[src/hw/rtl/pht_ram.sv]
// ----------------------------------------------------------------------------
// pht_ram
// Generic single-write, single-read RAM with registered read data.
// ----------------------------------------------------------------------------
module pht_ram #(
   parameter int WIDTH = 8,
   parameter int DEPTH = 16
) (
   input  logic                     clock,
   input  logic                     wr_en,
   input  logic [$clog2(DEPTH)-1:0] wr_addr,
   input  logic [WIDTH-1:0]         wr_data,
   input  logic                     rd_en,
   input  logic [$clog2(DEPTH)-1:0] rd_addr,
   output logic [WIDTH-1:0]         rd_data
);

   logic [WIDTH-1:0] mem_ff [DEPTH];
   logic [WIDTH-1:0] rd_data_ff;

   always_ff @(posedge clock) begin
      if (wr_en) begin
         mem_ff[wr_addr] <= wr_data;
      end
      if (rd_en) begin
         rd_data_ff <= mem_ff[rd_addr];
      end
   end

   assign rd_data = rd_data_ff;

endmodule

[config.mk]
export PLATFORM = sky130hd
export DESIGN_NAME = pht_ram
export DESIGN_NICKNAME = d
export VERILOG_FILES = /design/src/hw/rtl/pht_ram.sv
export SDC_FILE = /design/constraint.sdc
export NUM_CORES = 1
export LEC_CHECK = 0
export CAP_MARGIN = 25
export CORE_MARGIN = 2
export CORE_UTILIZATION = 62
export CTS_CLUSTER_SIZE = 14
export DETAILED_ROUTE_END_ITERATION = 7
export DONT_BUFFER_PORTS = 1
export GPL_ROUTABILITY_DRIVEN = 0
export GPL_TIMING_DRIVEN = 0
export MAX_ROUTING_LAYER = met4
export PLACE_DENSITY = 0.84
export SETUP_SLACK_MARGIN = 0.15
export SLEW_MARGIN = 20
export SYNTH_ARGS = -nofsm -noshare
export SYNTH_HDL_FRONTEND = slang
export SYNTH_SLANG_ARGS = --single-unit
[constraint.sdc]
create_clock -name clock -period 2.1 [get_ports clock]
set_input_delay 0.21 -clock clock [delete_from_list [all_inputs] [get_ports clock]]
set_output_delay 0.21 -clock clock [all_outputs]
set_load 0.1 [all_outputs]
==> results_dict.tcl <==
set metrics [dict create \
    status "finished, final reports clean" \
    grt_pass1_wl_um 15200 \
    p_int_mw 4.71 \
    vias 2487 \
    avgSynthCellArea_sq_um 22.8 \
    hold_ws_ns 0.193 \
    max_freq_mhz 599 \
    period_share_pct 79.5 \
    combPwrFrac_pct 4.5 \
    finClkSkew_ns 0.00385 \
    drv_slew 0 \
    relSlewSlack_pct 39.9 \
    worst_setup_path_end_kind "output pin" \
    yosys.area.top_type "edfxtp_1" \
    synth_area_leaders "edfxtp_1, mux4_2, mux4_1, a22oi_1, nor2_1" \
    track_usage_pct 25.7 \
    die_w_um 95.8 \
    max_slew.worst_pin.slew_ns 0.903 \
    fin_nets 278 \
    hold_class "in -> reg" \
    areaGrowthSynthToFinish_pct 14.7 \
    seqCellArea_sq_um 4080 \
    peakVddDrop_uv 611 \
    drcViolationCount 0 \
    totalWireLength_um 10200 \
    synthDistinctLibCells 18 \
    drt_iter0_drc 392 \
    hold_violations 0 \
    synthCells 229 \
    place_hpwl_um 6180 \
    synthesis.nets 248 \
    rsz0062_at_grt "no" \
    insertion_delay_ns 0.51 \
    clockRootBuffer "clkbuf_8" \
    routedWlPerCell_um 26.9 \
    yosysSeqAreaShare_pct 78.1 \
    power_mw 6.01 \
    cp_max_fo 1 \
    power.density_nw_per_um2 1000 \
    worst_setup_path_start_kind "register" \
    final_common_cell "edfxtp_1" \
    grt_overflow 0 \
    antenna_cells 0 \
    io_buffers 0 \
    setup_viol 0 \
    ys_seq_elements 136 \
    core.rowCount 33 \
    via_per_inst 6.60 \
    syn_area_sq_um 5230 \
    yosys.area.top_type_share_pct 78.1 \
    layout_common_cells "edfxtp_1, mux4_2, a22oi_1, clkbuf_16, mux4_1" \
    io_pins 27 \
    drv_cap 0 \
    first_pass_iters 5 \
    antenna_found_initial 0 \
    switching_share_pct 21.7 \
    die_y_um 95.8 \
    cts_setup_buffers 0 \
    final_layout_size_suffix_gt1_share_pct 20.6 \
    dieArea_sq_um 9180 \
    start_util_pct 63.9 \
    worstPathArrival_ns 1.46 \
    grt_max_degree 17 \
    grt_pass1_vias 2508 \
    clockBufferDepth 2 \
    nFillCells 434 \
    multi_input_area_sq_um 1080 \
    period_minus_slack_ns 1.67 \
    final_util_pct 73.4 \
    critPathRequiredTime_ns 1.89 \
    cts_tree "done" \
    cts_made_buffers 17 \
    ys.warnings.count 0 \
    htree_levels 4 \
    p_clk_share_pct 42.6 \
    p_seq_share_pct 52.8 \
    core_sq_um 8180 \
    path_clk_slew_ns 0.06 \
    crit_type "reg -> out" \
    net-switching-power_mw 1.30 \
    p_leak_nw 1.95 \
    clock-sinks 136 \
    postRouteAntennaNets 0 \
    setup_tns_ns 0 \
]
[power by group through the flow]
stage,Clock (mW),Sequential [mW],Combinational [mW]
after floorplan,0,3.22,0.154
after global placement,0,3.23,0.201
after detailed placement,0,3.23,0.207
after CTS,2.56,3.18,0.269
after global routing,2.69,3.18,0.285
final,2.56,3.18,0.271
[what timing repair did]
item | in CTS | in global routing
resized for setup | 0 | 0
endpoints found under the hold margin | 168 | 0
hold buffers | 11 | 0
[cell families (layout without fill, tap and decap cells)]
family,count (synthesis),count (layout),synth area share [%]
AND/OR/NAND/NOR,35,35,3.14
buffers and inverters,10,53,1.65
flip-flops,136,136,78.1
multiplexers,32,32,14.8
AO/OA/AOI/OAI,16,16,2.30
[routing by layer]
metal	part of all wire [%]	vias up	track usage, %	wire, um
li1	-	1041	-	-
met1	38	1260	34.0	3820
met2	51	175	38.5	5190
met3	9.9	11	8.38	1010
met4	1.4	0	8.33	143
met5	0	-	-	0
[metrics by stage]
step                      instances  cell area (sq um)  setup WS [ns]
after floorplan                 229               5230          0.397
after global routing            377               6000          0.375
after CTS                       377               6000          0.399
final                           377               6000          0.430
after global placement          334               5360        -0.0428
after detailed placement        334               5380          0.301
[state kept, by name, indices dropped and copies added (netlist names)]
| register | flops |
|---|---|
| mem_ff | 128 |
| rd_data | 8 |
[cells in the mapped netlist, drive strengths merged]
cell type	instances
nand3	1
or3b	1
edfxtp	136
nor2	13
buf	7
and2	1
clkdlybuf4s25	3
mux4	32
nand2	9
a22oi	16
and2b	1
nand3b	2
nor3	4
nor2b	1
nand2b	2
[worst paths after layout]
path / startpoint / end / slack, ns / cells past startpoint
hold reg to reg: mem_ff[8][2] / rd_data[2] / 0.76 / 3
hold / removal: rd_addr[1] / rd_data[0] / 0.19 / 3
setup reg to reg: mem_ff[1][0] / rd_data[0] / 0.50 / 3
setup / recovery: rd_data[0] / rd_data[0] / 0.43 / 0
[area by class of cell]
class                   count  share of cell area [%]
clock inverters            13                    1.46
flip-flops and latches    136                    68.1
plain buffers              10                    1.44
repair buffers             11                    1.84
well taps                 105                    2.19
clock buffers              19                    7.03
multi-input cells          83                    18.0
Power figures use the tool's default switching activity.
