<file path="src/hw/rtl/pht_pkg.sv">
// ----------------------------------------------------------------------------
// pht_pkg
// Shared types and constants for the pid hash table get-or-insert block.
// ----------------------------------------------------------------------------
package pht_pkg;

   localparam int TABLE_INDEX_BITS = 12;
   localparam int TABLE_SLOTS      = 1 << TABLE_INDEX_BITS;
   localparam int KEY_W            = 23;
   localparam int SLOT_W           = 12;
   localparam int ENTRY_W          = KEY_W + 1;

   typedef logic [TABLE_INDEX_BITS-1:0] index_type;
   typedef logic [KEY_W-1:0]            key_type;
   typedef logic [ENTRY_W-1:0]          entry_type;

   typedef struct packed {
      key_type key;
   } req_payload_type;

   typedef struct packed {
      logic [SLOT_W-1:0] slot;
      logic              was_found;
      logic              table_full;
   } rsp_payload_type;

   // memory port controls from the probe engine
   typedef struct packed {
      logic      wr_en;
      index_type wr_addr;
      entry_type wr_data;
      logic      rd_en;
      index_type rd_addr;
   } mem_req_type;

   typedef enum logic [1:0] {
      ST_CLEAR,
      ST_IDLE,
      ST_PROBE
   } state_type;

   function automatic logic [SLOT_W-1:0] to_slot_field(input index_type idx);
      logic [31:0] wide;
      wide = 32'(idx);
      return wide[SLOT_W-1:0];
   endfunction

endpackage

</file>
<file path="src/hw/rtl/pht_engine.sv">
// ----------------------------------------------------------------------------
// pht_engine
// Probe sequencer: clears the table after reset, then walks slots one read
// per cycle until it finds the key, an empty slot, or has seen every slot.
// ----------------------------------------------------------------------------
module pht_engine (
   input  logic                     clock,
   input  logic                     reset,
   input  logic                     req_valid,
   input  pht_pkg::key_type         req_key,
   output logic                     req_ready,
   input  logic                     rsp_free,
   output logic                     done,
   output pht_pkg::rsp_payload_type result,
   output pht_pkg::mem_req_type     mem_req,
   input  pht_pkg::entry_type       rd_data
);
   import pht_pkg::*;

   state_type state_ff, state_in;
   index_type clr_ff, clr_in;
   index_type pos_ff, pos_in;
   index_type cnt_ff, cnt_in;
   key_type   key_ff, key_in;

   logic slot_occ;
   logic slot_hit;
   logic slot_empty;
   logic last_probe;

   assign slot_occ   = rd_data[ENTRY_W-1];
   assign slot_hit   = slot_occ && (rd_data[KEY_W-1:0] == key_ff);
   assign slot_empty = !slot_occ;
   assign last_probe = (cnt_ff == '1);

   always_ff @(posedge clock) begin
      if (reset) begin
         state_ff <= ST_CLEAR;
         clr_ff   <= '0;
      end else begin
         state_ff <= state_in;
         clr_ff   <= clr_in;
      end
   end

   always_ff @(posedge clock) begin
      pos_ff <= pos_in;
      cnt_ff <= cnt_in;
      key_ff <= key_in;
   end

   always_comb begin
      state_in  = state_ff;
      clr_in    = clr_ff;
      pos_in    = pos_ff;
      cnt_in    = cnt_ff;
      key_in    = key_ff;
      req_ready = 1'b0;
      done      = 1'b0;
      result    = '0;
      mem_req   = '0;

      unique case (state_ff)
         ST_CLEAR: begin
            mem_req.wr_en   = 1'b1;
            mem_req.wr_addr = clr_ff;
            mem_req.wr_data = '0;
            clr_in          = clr_ff + index_type'(1);
            if (clr_ff == '1) begin
               state_in = ST_IDLE;
            end
         end
         ST_IDLE: begin
            req_ready = 1'b1;
            if (req_valid) begin
               // first probe is key + 1, wrapped to the table
               key_in          = req_key;
               pos_in          = req_key[TABLE_INDEX_BITS-1:0] + index_type'(1);
               cnt_in          = '0;
               mem_req.rd_en   = 1'b1;
               mem_req.rd_addr = pos_in;
               state_in        = ST_PROBE;
            end
         end
         ST_PROBE: begin
            if (slot_empty || slot_hit || last_probe) begin
               // hold the read data until the output register is free
               if (rsp_free) begin
                  done              = 1'b1;
                  result.slot       = (slot_empty || slot_hit) ? to_slot_field(pos_ff) : '0;
                  result.was_found  = slot_hit;
                  result.table_full = !slot_empty && !slot_hit;
                  if (slot_empty) begin
                     mem_req.wr_en   = 1'b1;
                     mem_req.wr_addr = pos_ff;
                     mem_req.wr_data = {1'b1, key_ff};
                  end
                  state_in = ST_IDLE;
               end
            end else begin
               pos_in          = pos_ff + index_type'(1);
               cnt_in          = cnt_ff + index_type'(1);
               mem_req.rd_en   = 1'b1;
               mem_req.rd_addr = pos_in;
            end
         end
         default: begin
            state_in = ST_IDLE;
         end
      endcase
   end

endmodule

</file>
<file path="config.mk">
export PLATFORM = sky130hd
export DESIGN_NAME = pht_engine
export DESIGN_NICKNAME = d
export VERILOG_FILES = /design/src/hw/rtl/pht_pkg.sv /design/src/hw/rtl/pht_engine.sv
export SDC_FILE = /design/constraint.sdc
export NUM_CORES = 1
export LEC_CHECK = 0
export ABC_CLOCK_PERIOD_IN_PS = 3100
export BUFFER_PORTS_ARGS = -buffer_cell sky130_fd_sc_hd__clkbuf_2
export CAP_MARGIN = 40
export CORE_ASPECT_RATIO = 0.9
export CORE_MARGIN = 1
export CORE_UTILIZATION = 46
export DETAILED_ROUTE_END_ITERATION = 7
export GPL_TIMING_DRIVEN = 0
export HOLD_SLACK_MARGIN = 0.1
export MAX_ROUTING_LAYER = met4
export PLACE_DENSITY = 0.77
export SLEW_MARGIN = 25
export SYNTH_ARGS = -nofsm -noshare
export SYNTH_HDL_FRONTEND = slang
export SYNTH_SLANG_ARGS = --single-unit
</file>
<file path="constraint.sdc">
create_clock -name clock -period 3.1 [get_ports clock]
set_input_delay 0.62 -clock clock [delete_from_list [all_inputs] [get_ports clock]]
set_output_delay 0.62 -clock clock [all_outputs]
set_load 0.01 [all_outputs]
</file>
==> impl_metrics.tcl, run 1 <==
set metrics [dict create \
    outcome "finished, final reports clean" \
    globalRouteMet1Util_pct 31.2 \
    grt_max_degree 22 \
    grt_use_total_pct 24.0 \
    drc 0 \
    multiInputGateArea_mm2 0.00186 \
    synthesis.nets 400 \
    syn_to_final_growth_pct 29.4 \
    post_drt_wl_per_cell_um 16.0 \
    coreArea_mm2 0.00751 \
    cp.arrival_ns 2.43 \
    met3_usage_pct 4.39 \
    fin_ws_ns 0.0525 \
    timing.fmax_ghz 0.328 \
    syn_inst 342 \
    gr-max-usage-layer "met2" \
    path_class "flip-flop to primary output" \
    crit_family "simple AND/OR/NAND/NOR gates" \
    r2r_slack_ns 0.86 \
    max-clock-path-buffers 2 \
    fin_crit_ns 3.05 \
    die_w_um 94.7 \
    seq_area_mm2 0.00169 \
    cp.depth 10 \
    fin_crit_sh_pct 98.3 \
    diodes 0 \
    numClockSinks 61 \
    syn_avg_cell_area_um2 10.4 \
    ir_drop_mv 0.226 \
    synth-warning-count 0 \
    htreeDepth 3 \
    drt_iter0_drc 218 \
    pwr-share-seq_pct 48.1 \
    crit_required_ns 2.48 \
    cts_root_buf "clkbuf_8" \
    finalHoldViolCount 0 \
    cts_tree "built" \
    routabilityCongestion 0.856 \
    gr-usage-met2_pct 36.1 \
    reg2reg_depth 8 \
    nFillCells 634 \
    clock_skew_ns 0.0108 \
    crit_path_start_kind "flip-flop" \
    ys_seq_area_share_pct 47.6 \
    intPower_uw 1570 \
    syn_area_mm2 0.00355 \
    worstSkewPairLatency_ns 0.34 \
    io_buffers 116 \
    path_cells "ha_2 > and4_2 > nand2_1 > or2_1 > and2_4 > nand4_1 > buf_6 > buf_6 > o22ai_1 > clkbuf_2" \
    critPathMaxFanout 5 \
    finalSetupTns_ns 0 \
    cts-hold-fix-buffers 0 \
    gr-total-overflow 0 \
    drv_cap 0 \
    cp-end-kind "primary output" \
    io-pin-count 117 \
    via_count 3106 \
    start_util_pct 47.3 \
    power_frac_clock_pct 30.6 \
    dpl_worst_slack_ns -0.157 \
    worst-slew-pin-transition_ns 0.725 \
    crit_path_frequent_cell "buf_6" \
    grt_pass1_wl_um 14000 \
    clk_pin_slew_ns 0.07 \
    cts_buffers 9 \
    path_buf_inv 3 \
    die-area_mm2 0.00808 \
    slew_viol_final 0 \
    powerDensity_mw_per_mm2 483 \
    wl_um 9240 \
    setup_viol_count_final 0 \
    critPathSlowestCell "edfxtp_1" \
    ys_types 35 \
    placementRows 30 \
    p_comb_share_pct 21.3 \
    die_height_um 85.4 \
    slew_headroom_pct 51.7 \
    nNetsFinal 534 \
    utilization_pct 61.3 \
    antenna_found_initial 0 \
    whs_path_depth 1 \
    drive_gt1_share_pct 32.2 \
    grt_pass1_vias 2881 \
    routed_via_density 5.38 \
    hold_ws_ns 0.449 \
    antenna_left 0 \
    leakage_uw 0.00190 \
    min_path_type "input port to flip-flop" \
    swShare_pct 29.4 \
    switchingPower_uw 654 \
    rsz0062_at_grt "yes" \
    first_pass_iters 4 \
    synth-seq-cells 61 \
    post-dp-hpwl_um 6800 \
    postPlaceCellArea_mm2 0.00431 \
    final_area_mm2 0.00460 \
    slowest_delay_ns 0.42 \
]
[layout by cell type (no fill, tap or decap), types with 5 or more instances in the layout]
cell type  instances
clkbuf_2         113
edfxtp_1          47
and2_1            36
xnor2_1           32
xor2_1            29
nor2_1            29
nand3_1           21
nand2_1           19
mux2i_1           14
dfxtp_1           14
nand4_1           13
a22o_1            12
clkbuf_1          10
o22ai_1           10
clkbuf_8           9
inv_1              6
ha_1               6
and3_1             5
[synth_stat cells (all sizes together)]
cell type | instances | area share (%)
edfxtp | 47 | 40
and2 | 38 | 6.8
xnor2 | 32 | 7.9
nor2 | 30 | 3.2
xor2 | 29 | 7.1
nand3 | 21 | 3.0
nand2 | 20 | 2.1
dfxtp | 14 | 7.9
mux2i | 14 | 3.9
nand4 | 13 | 2.3
a22o | 12 | 3.0
o22ai | 12 | 2.1
clkbuf | 10 | 1.1
ha | 7 | 2.5
a21oi | 6 | 0.84
inv | 6 | 0.63
and3 | 5 | 0.88
o21ai | 4 | 0.56
and4 | 3 | 0.74
nor3 | 3 | 0.42
or3 | 3 | 0.56
buf | 2 | 0.25
nand2b | 2 | 0.35
nor4 | 2 | 0.35
or2 | 2 | 0.35
a211oi | 1 | 0.21
a31o | 1 | 0.49
mux2 | 1 | 0.42
o221ai | 1 | 0.25
o31ai | 1 | 0.21
[worst register-to-register path: cells and delay by family, from the launching register on]
kind	cells	cell delay, ns
AOI/OAI and AO/OA	1	0.31
adders and majority gates	1	0.23
buffers and inverters	1	0.21
DFF	1	0.42
and+or+nand+nor	5	0.78
[final cells by class]
| class | instances | area share [%] |
|---|---|---|
| Clock inverter | 5 | 1.12 |
| Clock buffer | 11 | 2.86 |
| Multi-Input combinational cell | 263 | 40.5 |
| Buffer | 12 | 1.25 |
| Timing Repair Buffer | 123 | 14.4 |
| Inverter | 6 | 0.490 |
| Sequential cell | 61 | 36.8 |
| Tap cell | 96 | 2.61 |
[what timing repair did]
action                                  CTS  global route
cloned                                    1             0
gates resized for setup                   8            17
setup buffers                             2             2
hold endpoints to repair                  0             0
pin swaps                                 1             1
endpoints found under the setup margin   30            32
[metal layers]
layer / wire length, um / share of wire [%] / vias up
li1: - / - / 1488
met1: 4200 / 45 / 1477
met2: 4330 / 47 / 127
met3: 553 / 6.0 / 14
met4: 162 / 1.8 / 0
met5: 0 / 0 / -
[final timing paths]
check | start | end
setup / recovery | cnt_ff[0] | mem_req[6]
hold / removal | req_key[22] | key_ff[22]
setup reg to reg | cnt_ff[0] | pos_ff[9]
hold reg to reg | state_ff[1] | state_ff[1]
[sequential cells by signal, indices dropped and copies added (netlist names)]
signal / cells
key_ff: 23
clr_ff: 12
cnt_ff: 12
pos_ff: 12
state_ff: 2
[kinds of logic (layout without fill, tap and decap cells)]
group	Yosys count	count (layout)	share of synthesized area, %
compound gates	38	38	7.64
xor+xnor	61	61	15.0
fa+ha+maj	7	7	2.46
buf+inv	18	157	1.97
flops	61	61	47.6
mux	15	15	4.36
simple gates	142	142	20.9
[per-stage QoR]
| step | power [uW] | std cells |
|---|---|---|
| 6_report | 2220 | 577 |
| 5_1_grt | 2320 | 577 |
| 4_1_cts | 2220 | 575 |
| 3_5_place_dp | 1540 | 556 |
| 3_3_place_gp | 1500 | 554 |
| 2_1_floorplan | 1360 | 342 |
[power by group through the flow]
stage / Sequential [uW] / Clock [uW] / Combinational, uW
6_report: 1070 / 681 / 473
4_1_cts: 1070 / 685 / 462
2_1_floorplan: 1060 / 0 / 296
5_1_grt: 1080 / 719 / 518
3_5_place_dp: 1090 / 0 / 450
3_3_place_gp: 1080 / 0 / 414
Power figures use the tool's default switching activity.
==> run 2: changes to the inputs <==
--- a/config.mk
+++ b/config.mk
@@ -8,7 +8,7 @@
 export ABC_CLOCK_PERIOD_IN_PS = 3100
 export BUFFER_PORTS_ARGS = -buffer_cell sky130_fd_sc_hd__clkbuf_2
 export CAP_MARGIN = 40
-export CORE_ASPECT_RATIO = 0.9
+export CORE_ASPECT_RATIO = 0.6
 export CORE_MARGIN = 1
 export CORE_UTILIZATION = 46
 export DETAILED_ROUTE_END_ITERATION = 7
==> run 2 against run 1 <==
Against the previous run: via count rose by 0.97%; clock power rose by 42%; highest routed layer unchanged; worst hold slack improved by 0.016 ns; non-clock buffer count fell by 2; sequential power barely moved; core utilization rose by 2.9 points; first-iteration DRC count rose by 24%; clock-buffer cell count fell by 2; global-route usage rose by 1.8 points; sequential share of layout area fell by 0.96 points; power rose by 13%.
==> impl_metrics.tcl, run 2 (synthesized netlist as in run 1, its figures left out) <==
set metrics [dict create \
    met1_length_um 4390 \
    dr_wl_met2_um 4310 \
    clock_skew_ns 0.00352 \
    routed_via_density 5.38 \
    max-clock-path-buffers 2 \
    ir_drop_mv 0.243 \
    drv_cap 0 \
    crit_required_ns 2.48 \
    io-pin-count 117 \
    antenna_left 0 \
    grt_use_total_pct 25.8 \
    leakage_uw 0.00195 \
    wl_um 9790 \
    path_class "flip-flop to primary output" \
    nFillCells 585 \
    cts-hold-fix-buffers 0 \
    grt_max_degree 23 \
    mostFrequentLayoutCell "clkbuf_2" \
    outcome "finished, final reports clean" \
    met3WireLength_um 963 \
    drive_gt1_share_pct 33.4 \
    htreeDepth 3 \
    numClockSinks 61 \
    rsz0062_at_grt "yes" \
    finalHoldViolCount 0 \
    power_uw 2520 \
    slew_headroom_pct 53.6 \
    post-dp-hpwl_um 7440 \
    timing.fmax_ghz 0.332 \
    utilization_pct 64.2 \
    die_height_um 70.1 \
    dpl_worst_slack_ns -0.240 \
    via_count 3136 \
    die-area_mm2 0.00809 \
    fin_crit_ns 3.01 \
    stdcell_count 583 \
    slew_viol_final 0 \
    die_w_um 115 \
    min_path_type "input port to flip-flop" \
    top_layer "met4" \
    largest_reg_flops 23 \
    cts_tree "built" \
    drt_iter0_drc 270 \
    antenna_found_initial 0 \
    cp-end-kind "primary output" \
    gr-total-overflow 0 \
    start_util_pct 48.3 \
    finalSetupTns_ns 0 \
    nNetsFinal 532 \
    cts_buffers 9 \
    crit_path_start_kind "flip-flop" \
    drc 0 \
    worstSkewPairLatency_ns 0.33 \
    cp.arrival_ns 2.39 \
    grt_pass1_vias 2979 \
    regMostFlops "key_ff" \
    worst-slew-pin-transition_ns 0.696 \
    final_cell_mix "clkbuf_2, edfxtp_1, and2_1" \
    placed_cells 564 \
    diodes 0 \
    setup_viol_count_final 0 \
    first_pass_iters 5 \
    coreArea_mm2 0.00736 \
    routabilityCongestion 0.954 \
    fin_ws_ns 0.0869 \
    cts_root_buf "clkbuf_16" \
    post_drt_wl_per_cell_um 16.8 \
    powerDensity_mw_per_mm2 534 \
    critPathMaxFanout 5 \
    placementRows 24 \
    grt_pass1_wl_um 15000 \
    syn_to_final_growth_pct 32.8 \
    fin_crit_sh_pct 97.2 \
    io_buffers 116 \
    clk_pin_slew_ns 0.05 \
]
==> run 2: cell count changes in the layout (fill, tap and decap cells not counted) <==
cell        change
o22ai_2         +3
clkinvlp_4      +2
buf_8           +1
clkbuf_8        -9
clkbuf_1        -2
buf_2           +1
buf_1           -1
or2_4           +1
clkbuf_16       +9
or2_1           -1
buf_6           -3
o22ai_1         -3
==> run 2: layout make-up <==
cell class	instances	area, um2	area share [%]
Multi-Input combinational cell	263	1880	39.9
Sequential cell	61	1690	35.8
Timing Repair Buffer	121	646	13.7
Clock buffer	9	225	4.77
Tap cell	104	130	2.76
Clock inverter	7	66.3	1.40
Buffer	12	58.8	1.25
Inverter	6	22.5	0.477
==> run 2: worst paths after layout <==
check	slack [ns]	cells after the start	to	start
worst min register to register	0.50	2	state_ff[1]	state_ff[1]
worst min-delay path	0.47	1	key_ff[22]	req_key[22]
worst max-delay path	0.09	9	mem_req[11]	cnt_ff[1]
worst max register to register	0.94	8	clr_ff[9]	state_ff[0]
==> run 2: per-layer routing <==
metal  GRT usage [%]  vias up
met1            34.1     1472
li1                -     1489
met5               -        -
met2            37.7      163
met4            8.08        0
met3            7.99       12
==> run 2: worst max-delay path, cell delays in order (launching register included) <==
cell	delay, ns
edfxtp_1	0.41
ha_2	0.21
and4_2	0.26
nand2_1	0.07
or2_4	0.13
and2_4	0.17
nand4_1	0.21
buf_6	0.21
o22ai_1	0.21
clkbuf_2	0.17
==> run 2: per-stage QoR <==
stage	cell area (um2)	hold WS (ns)
global route	4720	0.456
finish	4720	0.466
CTS	4670	0.459
global placement	4270	0.483
detailed placement	4320	0.499
floorplan	3550	0.468
==> run 2: what timing repair did <==
| item | CTS | global route |
|---|---|---|
| pin swaps | 0 | 2 |
| resized for setup | 12 | 16 |
| buffers inserted | 1 | 1 |
| hold endpoints to repair | 0 | 0 |
| gates cloned | 1 | 0 |
| setup endpoints to repair | 46 | 32 |
==> run 2: where the power goes <==
| part | switching [uW] | total (uW) | internal, uW | leakage, uW |
|---|---|---|---|---|
| combinational | 263 | 478 | 214 | 0.00127 |
| sequential | 81.3 | 1070 | 990 | 0.000543 |
| clock | 355 | 970 | 615 | 0.000135 |
==> run 3: changes to the inputs <==
--- a/config.mk
+++ b/config.mk
@@ -15,7 +15,7 @@
 export GPL_TIMING_DRIVEN = 0
 export HOLD_SLACK_MARGIN = 0.1
 export MAX_ROUTING_LAYER = met4
-export PLACE_DENSITY = 0.77
+export PLACE_DENSITY = 0.81
 export SLEW_MARGIN = 25
 export SYNTH_ARGS = -nofsm -noshare
 export SYNTH_HDL_FRONTEND = slang
==> run 3 against run 2 <==
Against the previous run: the flow now finishes with violations (negative setup slack); combinational power shrank 1%; sequential cell count is the same; maximum frequency fell by 3.1%; non-clock buffer count unchanged; clock power barely moved; clock skew up 0.0032 ns; core utilization down 0.58 points; clock-buffer cell count grew 2; routed wire length grew 3.7%; power down 0.28%; design area shrank 0.90%; critical endpoint unchanged; highest routed layer unchanged.
==> impl_metrics.tcl, run 3 (synthesized netlist as in run 1, its figures left out) <==
set metrics [dict create \
    largest_reg_flops 23 \
    leakage_uw 0.00194 \
    powerDensity_mw_per_mm2 537 \
    rsz0062_at_grt "yes" \
    violations "negative setup slack" \
    io_buffers 116 \
    numClockSinks 61 \
    crit_required_ns 2.48 \
    die-area_mm2 0.00809 \
    worstSkewPairLatency_ns 0.34 \
    die_w_um 115 \
    setup_viol_count_final 1 \
    slew_headroom_pct 51.7 \
    placementRows 24 \
    crit_path_start_kind "flip-flop" \
    outcome "complete, but fails checks" \
    stdcell_count 583 \
    worst-slew-pin-transition_ns 0.724 \
    drc 0 \
    cp-end-kind "primary output" \
    antenna_left 0 \
    post-dp-hpwl_um 7430 \
    coreArea_mm2 0.00736 \
    wl_um 10200 \
    min_path_type "input port to flip-flop" \
    final_cell_mix "clkbuf_2, edfxtp_1, and2_1" \
    clock_skew_ns 0.00676 \
    routed_via_density 5.51 \
    grt_use_total_pct 25.9 \
    max-clock-path-buffers 2 \
    antenna_found_initial 0 \
    grt_pass1_wl_um 15100 \
    cp-endpoint "mem_req[11]" \
    drive_gt1_share_pct 32.6 \
    fin_crit_sh_pct 100 \
    utilization_pct 63.6 \
    grt_pass1_vias 3057 \
    routabilityCongestion 0.894 \
    fin_ws_ns -0.00972 \
    reg2reg_depth 8 \
    mostFrequentLayoutCell "clkbuf_2" \
    finalHoldViolCount 0 \
    cts_root_buf "clkbuf_16" \
    clk_pin_slew_ns 0.05 \
    first_pass_iters 5 \
    critPathMaxFanout 5 \
    cts_tree "built" \
    hold_ws_ns 0.459 \
    ir_drop_mv 0.286 \
    power_uw 2510 \
    worstReg2RegEnd "pos_ff[3]" \
    post_drt_wl_per_cell_um 17.4 \
    r2r-start "cnt_ff[1]" \
    io-pin-count 117 \
    syn_to_final_growth_pct 31.6 \
    via_count 3214 \
    placed_cells 564 \
    path_class "flip-flop to primary output" \
    critical_path.startpoint "cnt_ff[1]" \
    slew_viol_final 0 \
    regMostFlops "key_ff" \
    grt_max_degree 17 \
    htreeDepth 3 \
    die_height_um 70.1 \
    diodes 0 \
    fin_crit_ns 3.11 \
    gr-total-overflow 0 \
    cp.arrival_ns 2.49 \
    cts_buffers 9 \
    nNetsFinal 532 \
    start_util_pct 48.3 \
    drt_iter0_drc 380 \
    drv_cap 0 \
    timing.fmax_ghz 0.322 \
    r2r_slack_ns 0.79 \
]
## run 3: cell count changes in the layout (fill, tap and decap cells not counted), moves of 2 or more
cell / before / now
o22ai_2: 5 / 3
buf_2: 5 / 3
clkinvlp_4: 3 / 1
clkbuf_2: 113 / 116
o22ai_1: 7 / 9
## run 3: critical path, cell delays in order (launching register included)
cell and delay [ns]:
edfxtp_1 0.41, ha_2 0.21, and4_2 0.26, nand2_1 0.06
or2_1 0.14, and2_4 0.18, nand4_1 0.26, buf_6 0.24
o22ai_2 0.22, clkbuf_2 0.17
## run 3: final cells by class
type                    instances  area [um2]
plain buffers                  12        60.1
clock buffers                  11         233
clock inverters                 5        51.3
fillers                       572        2680
inverters                       6        22.5
multi-input cells             263        1860
flip-flops and latches         61        1690
well taps                     104         130
repair buffers                121         633
## run 3: how the worst min path moves through the flow
stage / start / to / slack [ns] / cells after the start
after floorplan: state_ff[1] / state_ff[1] / 0.47 / 2
after global placement: state_ff[1] / state_ff[1] / 0.48 / 2
after detailed placement: state_ff[1] / state_ff[1] / 0.51 / 2
after CTS: req_key[17] / key_ff[17] / 0.46 / 1
after global routing: req_key[16] / key_ff[16] / 0.45 / 1
final: req_key[17] / key_ff[17] / 0.46 / 1
## run 3: per-layer routing
metal	global-route usage, %	vias to the layer above	part of all wire (%)
li1	-	1488	-
met1	34.2	1531	44
met2	37.3	177	44
met3	8.68	18	10
met4	8.51	0	1.5
met5	-	-	0
## run 3: power breakdown
group	switching [uW]	total [uW]	internal, uW
combinational	264	473	209
clock	353	969	616
sequential	79.5	1070	991
## run 3: timing repair
| item | in CTS | in global routing |
|---|---|---|
| buffers inserted | 0 | 2 |
| hold buffers | 0 | 0 |
| endpoints found under the setup margin | 31 | 31 |
| pin swaps | 0 | 1 |
| gates cloned | 0 | 1 |
| resized for setup | 5 | 20 |
## run 3: per-stage QoR
step                      setup WS, ns  instance area, um2  TNS (ns)
after detailed placement       -0.0918                4310     -1.46
after floorplan                  0.199                3550         0
after global routing           -0.0678                4680     -1.03
after CTS                     0.000286                4610         0
after global placement          -0.477                4270    -14.41
final                         -0.00972                4680  -0.00972
